### src/sv/mhld_pkg.sv
// Shared types and constants for the length-prefixed message deframer.
// Used by mhld_front, mhld_queue, mhld_back and the top level; no dependencies.
package mhld_pkg;

  localparam int unsigned HeaderBytes = 9;
  localparam int unsigned PosW        = 4;
  localparam logic [PosW-1:0] PosMagicHi = 4'd0;
  localparam logic [PosW-1:0] PosMagicLo = 4'd1;
  localparam logic [PosW-1:0] PosVersion = 4'd2;
  localparam logic [PosW-1:0] PosReserved = 4'd3;
  localparam logic [PosW-1:0] PosType    = 4'd4;
  localparam logic [PosW-1:0] PosLenFirst = 4'd5;
  localparam logic [PosW-1:0] PosLast    = PosW'(HeaderBytes - 1);

  localparam int unsigned CfgIdxW  = 2;
  localparam int unsigned CfgDataW = 16;

  localparam logic [15:0] MagicReset   = 16'hCAFE;
  localparam logic [7:0]  VersionReset = 8'h01;
  localparam logic [15:0] MaxPayReset  = 16'd1023;

  typedef enum logic [CfgIdxW-1:0] {
    CFG_EXPECTED_MAGIC   = 2'd0,
    CFG_EXPECTED_VERSION = 2'd1,
    CFG_MAX_PAYLOAD      = 2'd2
  } cfg_idx_e;

  typedef enum logic [2:0] {
    KIND_PAYLOAD     = 3'd0,
    KIND_EMPTY       = 3'd1,
    KIND_BAD_MAGIC   = 3'd2,
    KIND_BAD_VERSION = 3'd3,
    KIND_TOO_LONG    = 3'd4
  } kind_e;

  typedef struct packed {
    kind_e      kind;
    logic [7:0] frame_type;
    logic [7:0] payload_byte;
    logic       last;
  } result_t;

endpackage

### src/sv/magic_header_length_deframer_core.sv
// Length-prefixed message deframer. One byte is taken per clock cycle, every
// cycle, as long as the result queue has room; a result passes through the
// queue and then the output register, and the queue between the header parser
// and the output register lets the output stall while it has room without
// stopping the input. The 9-byte header carries big-endian magic, version,
// reserved, type and a 32-bit big-endian length; a failed check or an empty
// message gives one marker transfer with last set, and payload bytes pass out
// tagged with the header's type. Configuration writes are registered and are
// always accepted.
module magic_header_length_deframer_core #(
  parameter int unsigned QueueDepth = 2
) (
  input  logic                          clk_i,
  input  logic                          rst_ni,
  input  logic                          in_valid_i,
  output logic                          in_ready_o,
  input  logic [7:0]                    data_byte_i,
  output logic                          out_valid_o,
  input  logic                          out_ready_i,
  output logic [2:0]                    kind_o,
  output logic [7:0]                    frame_type_o,
  output logic [7:0]                    payload_byte_o,
  output logic                          last_o,
  input  logic                          cfg_valid_i,
  output logic                          cfg_ready_o,
  input  logic [mhld_pkg::CfgIdxW-1:0]  cfg_index_i,
  input  logic [mhld_pkg::CfgDataW-1:0] cfg_data_i
);

  logic              space, push, q_valid, q_pop;
  mhld_pkg::result_t push_data, q_data, out_data;

  mhld_front u_front (
    .clk_i       (clk_i),
    .rst_ni      (rst_ni),
    .in_valid_i  (in_valid_i),
    .in_ready_o  (in_ready_o),
    .data_byte_i (data_byte_i),
    .cfg_valid_i (cfg_valid_i),
    .cfg_ready_o (cfg_ready_o),
    .cfg_index_i (cfg_index_i),
    .cfg_data_i  (cfg_data_i),
    .space_i     (space),
    .push_o      (push),
    .push_data_o (push_data)
  );

  mhld_queue #(
    .Depth (QueueDepth)
  ) u_queue (
    .clk_i       (clk_i),
    .rst_ni      (rst_ni),
    .push_i      (push),
    .push_data_i (push_data),
    .space_o     (space),
    .pop_i       (q_pop),
    .valid_o     (q_valid),
    .pop_data_o  (q_data)
  );

  mhld_back u_back (
    .clk_i       (clk_i),
    .rst_ni      (rst_ni),
    .q_valid_i   (q_valid),
    .q_data_i    (q_data),
    .q_pop_o     (q_pop),
    .out_valid_o (out_valid_o),
    .out_ready_i (out_ready_i),
    .out_data_o  (out_data)
  );

  assign kind_o         = out_data.kind;
  assign frame_type_o   = out_data.frame_type;
  assign payload_byte_o = out_data.payload_byte;
  assign last_o         = out_data.last;

endmodule

### src/sv/mhld_front.sv
// Front end of the deframer: configuration registers, header collection,
// header checks and payload tagging. Depends on mhld_pkg.
module mhld_front (
  input  logic                          clk_i,
  input  logic                          rst_ni,
  input  logic                          in_valid_i,
  output logic                          in_ready_o,
  input  logic [7:0]                    data_byte_i,
  input  logic                          cfg_valid_i,
  output logic                          cfg_ready_o,
  input  logic [mhld_pkg::CfgIdxW-1:0]  cfg_index_i,
  input  logic [mhld_pkg::CfgDataW-1:0] cfg_data_i,
  input  logic                          space_i,
  output logic                          push_o,
  output mhld_pkg::result_t             push_data_o
);

  logic [15:0] exp_magic_q;
  logic [7:0]  exp_version_q;
  logic [15:0] max_payload_q;

  logic [mhld_pkg::PosW-1:0] pos_q, pos_d;
  logic [15:0] magic_q, magic_d;
  logic [7:0]  version_q, version_d;
  logic [7:0]  type_q, type_d;
  logic [31:0] length_q, length_d;
  logic [15:0] remaining_q, remaining_d;
  logic        in_payload_q, in_payload_d;

  logic accept;

  assign cfg_ready_o = 1'b1;
  assign in_ready_o  = space_i;
  assign accept      = in_valid_i && space_i;

  always_ff @(posedge clk_i or negedge rst_ni) begin
    if (!rst_ni) begin
      exp_magic_q   <= mhld_pkg::MagicReset;
      exp_version_q <= mhld_pkg::VersionReset;
      max_payload_q <= mhld_pkg::MaxPayReset;
    end else if (cfg_valid_i) begin
      case (mhld_pkg::cfg_idx_e'(cfg_index_i))
        mhld_pkg::CFG_EXPECTED_MAGIC:   exp_magic_q   <= cfg_data_i;
        mhld_pkg::CFG_EXPECTED_VERSION: exp_version_q <= cfg_data_i[7:0];
        mhld_pkg::CFG_MAX_PAYLOAD:      max_payload_q <= cfg_data_i;
        default: ;
      endcase
    end
  end

  always_ff @(posedge clk_i or negedge rst_ni) begin
    if (!rst_ni) begin
      pos_q        <= '0;
      magic_q      <= '0;
      version_q    <= '0;
      type_q       <= '0;
      length_q     <= '0;
      remaining_q  <= '0;
      in_payload_q <= 1'b0;
    end else if (accept) begin
      pos_q        <= pos_d;
      magic_q      <= magic_d;
      version_q    <= version_d;
      type_q       <= type_d;
      length_q     <= length_d;
      remaining_q  <= remaining_d;
      in_payload_q <= in_payload_d;
    end
  end

  always_comb begin
    pos_d        = pos_q;
    magic_d      = magic_q;
    version_d    = version_q;
    type_d       = type_q;
    length_d     = length_q;
    remaining_d  = remaining_q;
    in_payload_d = in_payload_q;
    push_o       = 1'b0;
    push_data_o  = '{kind: mhld_pkg::KIND_PAYLOAD, frame_type: type_q,
                     payload_byte: 8'd0, last: 1'b1};

    if (in_payload_q) begin
      push_o                   = accept;
      push_data_o.payload_byte = data_byte_i;
      push_data_o.last         = (remaining_q <= 16'd1);
      if (remaining_q <= 16'd1) begin
        remaining_d  = '0;
        in_payload_d = 1'b0;
        pos_d        = '0;
      end else begin
        remaining_d = remaining_q - 16'd1;
      end
    end else begin
      case (pos_q)
        mhld_pkg::PosMagicHi:  magic_d   = {data_byte_i, 8'd0};
        mhld_pkg::PosMagicLo:  magic_d   = {magic_q[15:8], data_byte_i};
        mhld_pkg::PosVersion:  version_d = data_byte_i;
        mhld_pkg::PosReserved: ;
        mhld_pkg::PosType:     type_d    = data_byte_i;
        mhld_pkg::PosLenFirst: length_d  = {24'd0, data_byte_i};
        default:               length_d  = {length_q[23:0], data_byte_i};
      endcase

      if (pos_q != mhld_pkg::PosLast) begin
        pos_d = pos_q + 1'b1;
      end else begin
        // Header complete: magic beats version, version beats length.
        pos_d  = '0;
        push_o = accept;
        if (magic_q != exp_magic_q) begin
          push_data_o.kind = mhld_pkg::KIND_BAD_MAGIC;
        end else if (version_q != exp_version_q) begin
          push_data_o.kind = mhld_pkg::KIND_BAD_VERSION;
        end else if ((length_d[31:16] != 16'd0) || (length_d[15:0] > max_payload_q)) begin
          push_data_o.kind = mhld_pkg::KIND_TOO_LONG;
        end else if (length_d == 32'd0) begin
          push_data_o.kind = mhld_pkg::KIND_EMPTY;
        end else begin
          push_o       = 1'b0;
          remaining_d  = length_d[15:0];
          in_payload_d = 1'b1;
        end
      end
    end
  end

endmodule

### src/sv/mhld_queue.sv
// Short result queue between the deframer front end and the output stage.
// Depends on mhld_pkg for the result type.
module mhld_queue #(
  parameter int unsigned Depth = 2
) (
  input  logic              clk_i,
  input  logic              rst_ni,
  input  logic              push_i,
  input  mhld_pkg::result_t push_data_i,
  output logic              space_o,
  input  logic              pop_i,
  output logic              valid_o,
  output mhld_pkg::result_t pop_data_o
);

  localparam int unsigned PtrW = (Depth > 1) ? $clog2(Depth) : 1;
  localparam int unsigned CntW = $clog2(Depth + 1);
  localparam logic [PtrW-1:0] LastPtr = PtrW'(Depth - 1);
  localparam logic [CntW-1:0] Full    = CntW'(Depth);

  mhld_pkg::result_t slots_q [Depth];
  logic [PtrW-1:0] wr_ptr_q, rd_ptr_q;
  logic [CntW-1:0] count_q;
  logic            do_pop;

  assign valid_o    = (count_q != '0);
  assign do_pop     = pop_i && valid_o;
  // A slot freed by this cycle's pop may be refilled in the same cycle.
  assign space_o    = (count_q != Full) || do_pop;
  assign pop_data_o = slots_q[rd_ptr_q];

  always_ff @(posedge clk_i) begin
    if (push_i) begin
      slots_q[wr_ptr_q] <= push_data_i;
    end
  end

  always_ff @(posedge clk_i or negedge rst_ni) begin
    if (!rst_ni) begin
      wr_ptr_q <= '0;
      rd_ptr_q <= '0;
      count_q  <= '0;
    end else begin
      if (push_i) begin
        wr_ptr_q <= (wr_ptr_q == LastPtr) ? '0 : wr_ptr_q + 1'b1;
      end
      if (do_pop) begin
        rd_ptr_q <= (rd_ptr_q == LastPtr) ? '0 : rd_ptr_q + 1'b1;
      end
      case ({push_i, do_pop})
        2'b10:   count_q <= count_q + 1'b1;
        2'b01:   count_q <= count_q - 1'b1;
        default: count_q <= count_q;
      endcase
    end
  end

endmodule

### src/sv/mhld_back.sv
// Output stage of the deframer: holds one result for the downstream side.
// Depends on mhld_pkg for the result type.
module mhld_back (
  input  logic              clk_i,
  input  logic              rst_ni,
  input  logic              q_valid_i,
  input  mhld_pkg::result_t q_data_i,
  output logic              q_pop_o,
  output logic              out_valid_o,
  input  logic              out_ready_i,
  output mhld_pkg::result_t out_data_o
);

  logic              valid_q;
  mhld_pkg::result_t data_q;
  logic              load;

  assign load        = !valid_q || out_ready_i;
  assign q_pop_o     = load && q_valid_i;
  assign out_valid_o = valid_q;
  assign out_data_o  = data_q;

  always_ff @(posedge clk_i or negedge rst_ni) begin
    if (!rst_ni) begin
      valid_q <= 1'b0;
    end else if (load) begin
      valid_q <= q_valid_i;
    end
  end

  always_ff @(posedge clk_i) begin
    if (q_pop_o) begin
      data_q <= q_data_i;
    end
  end

endmodule
### config.mk
export PLATFORM = sky130hd
export DESIGN_NAME = magic_header_length_deframer_core
export DESIGN_NICKNAME = d
export VERILOG_FILES = /design/src/sv/mhld_pkg.sv /design/src/sv/magic_header_length_deframer_core.sv /design/src/sv/mhld_front.sv /design/src/sv/mhld_queue.sv /design/src/sv/mhld_back.sv
export SDC_FILE = /design/constraint.sdc
export NUM_CORES = 1
export LEC_CHECK = 0
export BUFFER_PORTS_ARGS = -buffer_cell sky130_fd_sc_hd__buf_2
export CORE_MARGIN = 1
export CORE_UTILIZATION = 46
export DETAILED_ROUTE_END_ITERATION = 16
export PLACE_DENSITY = 0.63
export SETUP_SLACK_MARGIN = 0.3
export SYNTH_ARGS = -nofsm -noshare
export SYNTH_HDL_FRONTEND = slang
export SYNTH_SLANG_ARGS = --single-unit
### constraint.sdc
create_clock -name clk_i -period 7.5 [get_ports clk_i]
set_clock_uncertainty 0.15 [all_clocks]
set_input_delay 0 -clock clk_i [delete_from_list [all_inputs] [get_ports clk_i]]
set_output_delay 0 -clock clk_i [all_outputs]
set_load 0.005 [all_outputs]
==> Word level (Yosys, flattened, before mapping) <==
Memory sizes are Yosys's and may differ from the RTL's. A register that Yosys moved wholly into a read port is not among the register bits.
Index checks and enable logic that the tools add are counted.
{ "op_classes": {"add_sub_neg": 6, "n_lt_le_gt_ge": 2, "n_eq_ne": 19, "n_mux": 38, "n_bitwise": 2, "reduce_logical": 25} }
{ "op_table": {"columns": ["cell", "count"], "rows": [
  ["2-to-1 mux 16 bit", 7],
  ["one-hot mux 32 bit (2 select lines)", 1],
  ["zero test 32 bit", 1],
  ["2-to-1 mux 32 bit", 1],
  ["one-hot mux 16 bit (2 select lines)", 1],
  ["2-to-1 mux 1 bit", 18],
  ["greater-than comparator 16 bit", 1],
  ["less-or-equal comparator 16 x 1 -> 1 bit, second input constant", 1],
  ["inequality test 16 bit", 1],
  ["nonzero test 16 bit", 1],
  ["subtractor 16 x 1 -> 16 bit, second input constant", 1],
  ["2-to-1 mux 3 bit", 5],
  ["2-to-1 mux 4 bit", 3],
  ["inequality test 2 x 1 -> 1 bit, second input constant", 5],
  ["AND reduction 2 bit", 5],
  ["2-to-1 mux 9 bit", 1],
  ["AND reduction 3 bit", 3],
  ["== test 4 x 2 -> 1 bit, second input constant", 2],
  ["== test 4 x 3 -> 1 bit, second input constant", 2],
  ["inequality test 8 bit", 1],
  ["AND reduction 6 bit", 1],
  ["nonzero test 2 bit", 3],
  ["OR reduction 5 bit", 1],
  ["adder 4 x 1 -> 4 bit, second input constant", 1],
  ["other kinds (16)", 25]
]} }
{ "word_totals": {"register_bits": 130, "ramBits": 40, "inputBits": 31, "out_inout_bits": 23, "memories": 1} }
{ "memory_table": {"columns": ["name", "words", "width", "rd", "rd_ports_with_merged_regs", "wr", "line_no", "text"], "rows": [
  ["u_queue.slots_q", 2, 20, 1, 1, 1, "mhld_queue.sv:21", "mhld_pkg::result_t slots_q [Depth];"]
]} }

==> Longest topological paths before layout <==
{ "logic_depth": {"depth_word": 14, "mapped_depth": 20, "ltp_nobuf": 19} }

==> Modules after synthesis <==
Synthesis repeated with hierarchy kept, for this count alone.
{ "unflattened": {"hier_cells": 743, "hier_area_um2": 8795.9} }
{ "modules_own_cells": {"columns": ["module", "n_inst", "cells_per_inst", "area_each_um2", "seq_area_each_um2"], "rows": [
  ["mhld_front", 1, 640, 6515.0, 3155.5],
  ["mhld_queue", 1, 79, 1636.6, 1301.2],
  ["mhld_back", 1, 24, 644.4, 625.6]
]} }

==> Worst setup path before layout <==
OpenSTA, ideal clock, no wires.
{ "synth_timing": {"kind": "reg2reg", "from": "register u_front.pos_q[0] in the netlist's numbering", "to": "memory u_queue.slots_q[0][0] in the netlist's numbering, enable pin", "setup_ns": 0.399, "t_arrival_ns": 4.103, "t_required_ns": 6.951, "setup_slack_ns": 2.848, "stages_incl_launch_ff": 17, "path_buffers": 1, "period_less_slack_ns": 4.652, "cell_sequence": "dfrtp_1 inv_1 ha_1 inv_2 a221oi_4 clkbuf_1 nor2_1 a21oi_1 inv_1 ha_1 nand4_1 nor3_1 a21boi_1 o31a_1 nor2_1 a31oi_2 nor2b_1"} }
{ "synth_between": {"elab_chain_len": 13, "elab_cells_between_ends": 22, "cone_classes": "1 x order compare; 6 x eq/ne; 10 x mux; 5 x reduce/logical"} }
{ "synth_rtl": {"columns": ["element", "line_no", "text"], "rows": [
  ["start, declared", "mhld_front.sv:22", "logic [mhld_pkg::PosW-1:0] pos_q, pos_d;"],
  ["start signal, assigned", "mhld_front.sv:61", "pos_q <= pos_d;"],
  ["== test 4 x 1 -> 1 bit (tied with other cells)", "mhld_front.sv:95", "case (pos_q)"],
  ["OR reduction 5 bit (no source line)", null, null],
  ["one-hot mux 32 bit (2 select lines)", "mhld_front.sv:95", null],
  ["2-to-1 mux 32 bit", "mhld_front.sv:83", "if (in_payload_q) begin"],
  ["greater-than comparator 16 bit (tied with other cells)", "mhld_front.sv:115", "end else if ((length_d[31:16] != 16'd0) || (length_d[15:0] > max_payload_q)) begin"],
  ["logical OR 1 bit / 2-to-1 mux 1 bit (equally long branches)", "mhld_front.sv:115, mhld_front.sv:117", null],
  ["2-to-1 mux 1 bit", "mhld_front.sv:115", null],
  ["2-to-1 mux 1 bit", "mhld_front.sv:113", "end else if (version_q != exp_version_q) begin"],
  ["2-to-1 mux 1 bit", "mhld_front.sv:111", "if (magic_q != exp_magic_q) begin"],
  ["2-to-1 mux 1 bit *", "mhld_front.sv:105", "if (pos_q != mhld_pkg::PosLast) begin"],
  ["2-to-1 mux 1 bit *", "mhld_front.sv:83", null],
  ["2-to-1 mux 1 bit *", "mhld_queue.sv:33", "if (push_i) begin"],
  ["2-to-1 mux 1 bit (implied by the code) *", "mhld_queue.sv:34", "slots_q[wr_ptr_q] <= push_data_i;"],
  ["end, declared", "mhld_queue.sv:21", null]
]} }
Every way passes the cells marked *; elsewhere a longest branch is shown, timed or not. The select of a mux whose other input is x is not followed.

==> Final worst setup path <==
{ "layout_timing": {"from": "register u_front.pos_q[1] in the netlist's numbering", "to": "memory u_queue.slots_q[1][5] in the netlist's numbering, enable pin"} }
The elaborated chain is that of the path after synthesis.

==> summary.txt <==
Drt
  • Post-route ant nets: 0
  • Number of DRC markers in iteration 0: 376
  • Post-DR vias/cell: 5.610
  • Via count: 5,885
  • DR WL/cell: 19.38 µm
  • First-pass DRT Iterations: 5
  • DRC Markers: 0
  • Post-Route WL: 20,330 µm

Status
  • Status: completed

STA
  • Final min period: 5.368 ns
  • Final Hold Viols: 0
  • Setup TNS: 0 ns
  • Worst-margin pin slew: 1.255 ns
  • Rel. slew slack: 0.1600
  • Period utilization: 0.7157
  • Fmax: 186.3 MHz
  • Final Setup Violations: 0
  • RSZ-0062 raised after global routing: false
  • Max Transition Viols Final: 0

Layout
  • Final instance area: 10,180 µm²
  • Fin nets: 856
  • Share of cells above drive strength 1: 0.2626
  • P&R area growth vs syn: 15.34%
  • Antenna cell count: 0

Power
  • Leakage: 4.257 nW
  • Worst IR drop on VDD: 208.7 µV
  • PwrDens: 423.3 nW/µm²
  • Sw frac: 0.3857
  • Comb pwr share: 0.378
  • Clock power share: 0.217
  • Sequential power share: 0.405
  • Net Sw Power: 1.662 mW
  • Int Power: 2.647 mW

Worst setup path
  • Worst Setup Path Type: reg2reg
  • Cell family with most CP delay: compound AO/OA/AOI/OAI gates
  • Cell Chain, Critical Path: inv_1, ha_1, nor2_1, a221oi_4, o21ai_0, ha_1, nand4_1, nor3_1, a21boi_1, o31a_1, nor2_1, a31oi_2, and2_1
  • Crit. Startpoint: u_front.pos_q[1]
  • Worst Path Arrival: 5.28 ns
  • Max FO, Critical Path: 25
  • Biggest cell delay along the critical path: 0.88 ns
  • R2R cell count: 13
  • Reg2reg end: u_queue.slots_q[1][5]
  • Crit path capture type: flop
  • FF-to-FF setup slack: 2.13 ns
  • Buf+Inv Stages, Crit Path: 1
  • Worst reg2reg startpoint: u_front.pos_q[1]
  • Instance count on the critical path: 13
  • CP max stage cell: a221oi_4
  • Critical Path Source Type: flop
  • Worst Path Required: 7.42 ns
  • Crit path capture: u_queue.slots_q[1][5]

Floorplan
  • DIE AREA: 19,740 µm²
  • Vert. Die Dim: 140.5 µm
  • Die X-Extent: 140.5 µm
  • Site Rows: 50
  • Core area: 18,770 µm²
  • Starting density of the core: 0.4701
  • I/O pin cnt: 54

Clock network
  • H-tree lvl count: 4
  • Clk_lat worst skew: 0.44 ns
  • CTS sink cnt: 190
  • Worst-path clk slew: 0.08 ns
  • Max clock buf depth: 2
  • CTS tree: yes
  • Hold buffers post-CTS: 27
  • Postcts setup bufs: 0
  • Cts bufs inserted: 17
  • Post-CTS resize count: 0
  • Root buf cell: clkbuf_16

Yosys
  • Share of the synthesized area in the top cell type: 0.3063
  • Post-synth top area cell: dfrtp_1
  • Post-synthesis cell type count: 69
  • Post-synth ARST share: 0.6842
  • Top FF cell, synth: dfrtp_1
  • Synthesis-stage register bit count: 190
  • Gate Count Post-Synth: 727
  • Post-synth EDFFs: 60
  • Synth top area cells: dfrtp_1 (31%), edfxtp_1 (20%), mux2_2 (11%)
  • Number of synthesis warnings: 0
  • Avg Cell Area, Syn: 12.14 µm²
  • Synthesized cell area: 8823 µm²
  • Syn_nets: 781
  • Seq/Total Area, Yosys: 0.5760

Global routing
  • Initial antenna violation count: 0
  • First-pass GRT wire length: 33,120 µm
  • Vias in the first global route: 6,052
  • GRT Overall Usage: 0.2221
  • Pin count of the biggest net entering global routing: 75
  • Remaining global-route overflow: 0

Placement
  • Placement-stage cell area: 9284 µm²
  • Post-DP HPWL: 14,000 µm
  • Port bufs: 52
  • RD Place Congestion: 0.8726

Hold path
  • Hold Path Class: in2async

Flow run
  • Reported max-cap violation count: 0
-- layout make-up --
class	instances	area [µm²]
clock buffer	17	425.4
clock inverter	15	197.7
fill	1607	8591
inverter	36	140.1
multi-input combinational	474	3476
sequential	190	5082
tap	234	292.8
timing repair buffer	83	563.0
-- cells by family (layout without fill, tap and decap cells) --
family / after synthesis / count (layout) / synth area share
xor gates and xnor gates: 29 / 29 / 0.02879
DFF: 190 / 190 / 0.5760
other: 1 / 1 / 0.0004250
and+or+nand+nor: 204 / 204 / 0.1224
muxes: 85 / 85 / 0.1085
AOI/OAI and AO/OA: 132 / 132 / 0.1003
buffers and inverters: 63 / 151 / 0.03105
adders and majority gates: 23 / 23 / 0.03262
-- Yosys cell counts (5+ instances only) --
| library cell | count |
|---|---|
| dfrtp_1 | 108 |
| dfstp_2 | 22 |
| nor2_1 | 27 |
| edfxtp_1 | 60 |
| o21ai_1 | 10 |
| a22o_1 | 13 |
| mux2_2 | 85 |
| or4_1 | 5 |
| o2bb2ai_1 | 7 |
| clkbuf_1 | 17 |
| nand2_1 | 83 |
| inv_1 | 32 |
| ha_1 | 23 |
| nor4_1 | 11 |
| buf_4 | 6 |
| a22oi_1 | 8 |
| nor3_1 | 13 |
| o22ai_1 | 11 |
| a21oi_1 | 19 |
| xnor2_1 | 26 |
| o21ai_0 | 37 |
| and2_1 | 14 |
| nand4_1 | 15 |
-- registers in the layout, summed over array words and instances, names as in the netlist --
register	cells
u_queue.slots_q	40
u_front.length_q	32
u_back.out_data_o	20
u_front.exp_magic_q	16
u_front.magic_q	16
u_front.max_payload_q	16
u_front.remaining_q	16
u_front.exp_version_q	8
u_front.type_q	8
u_front.version_q	8
u_front.pos_q	4
u_queue.count_q	2
u_back.out_valid_o	1
u_front.in_payload_q	1
u_queue.rd_ptr_q	1
u_queue.wr_ptr_q	1
-- metal layers --
layer	wire length, µm	track usage
met5	0	0
met4	425	0.08066
met3	758	0.04103
met2	9775	0.3582
met1	9368	0.3009
-- layout by cell type, fill, tap and decap left out, drive strengths merged, types with 14 or more instances in the layout --
cell type    count
dfrtp          108
mux2            85
nand2           83
edfxtp          60
buf             56
o21ai           47
inv             42
nor2            28
dlygate4sd3     27
xnor2           26
ha              23
dfstp           22
a21oi           19
clkbuf          17
nand4           15
nor3            15
and2            14
a22o            14
-- stage by stage --
step / setup slack (ns) / hold WS [ns] / utilization / total power, mW / instances
2_1_floorplan: 2.848 / -0.4456 / - / 2.918 / 727
5_1_grt: 1.701 / 0.02211 / 0.5423 / 4.601 / 1049
4_1_cts: 2.176 / 0.01343 / 0.5423 / 4.330 / 1049
6_report: 2.132 / 0.01620 / 0.5423 / 4.308 / 1049
3_5_place_dp: 2.183 / -0.04138 / 0.4947 / 3.376 / 990
3_3_place_gp: 2.456 / -0.05746 / 0.4947 / 3.320 / 990
-- power by group through the flow --
stage          combinational [mW]  sequential [mW]  clock (mW)
2_1_floorplan                1.25             1.67           0
3_3_place_gp                 1.58             1.74           0
3_5_place_dp                 1.62             1.76           0
4_1_cts                      1.64             1.74       0.951
5_1_grt                      1.82             1.79       0.994
6_report                     1.63             1.74       0.934
-- worst min-delay path by stage --
stage / end / depth (start not counted)
3_5_place_dp: u_front.type_q[3] / 1
5_1_grt: u_front.exp_magic_q[2] / 4
6_report: u_front.type_q[3] / 2
3_3_place_gp: u_front.type_q[3] / 1
2_1_floorplan: u_back.out_valid_o / 0
4_1_cts: u_front.exp_magic_q[2] / 4
Power figures use the tool's default switching activity.
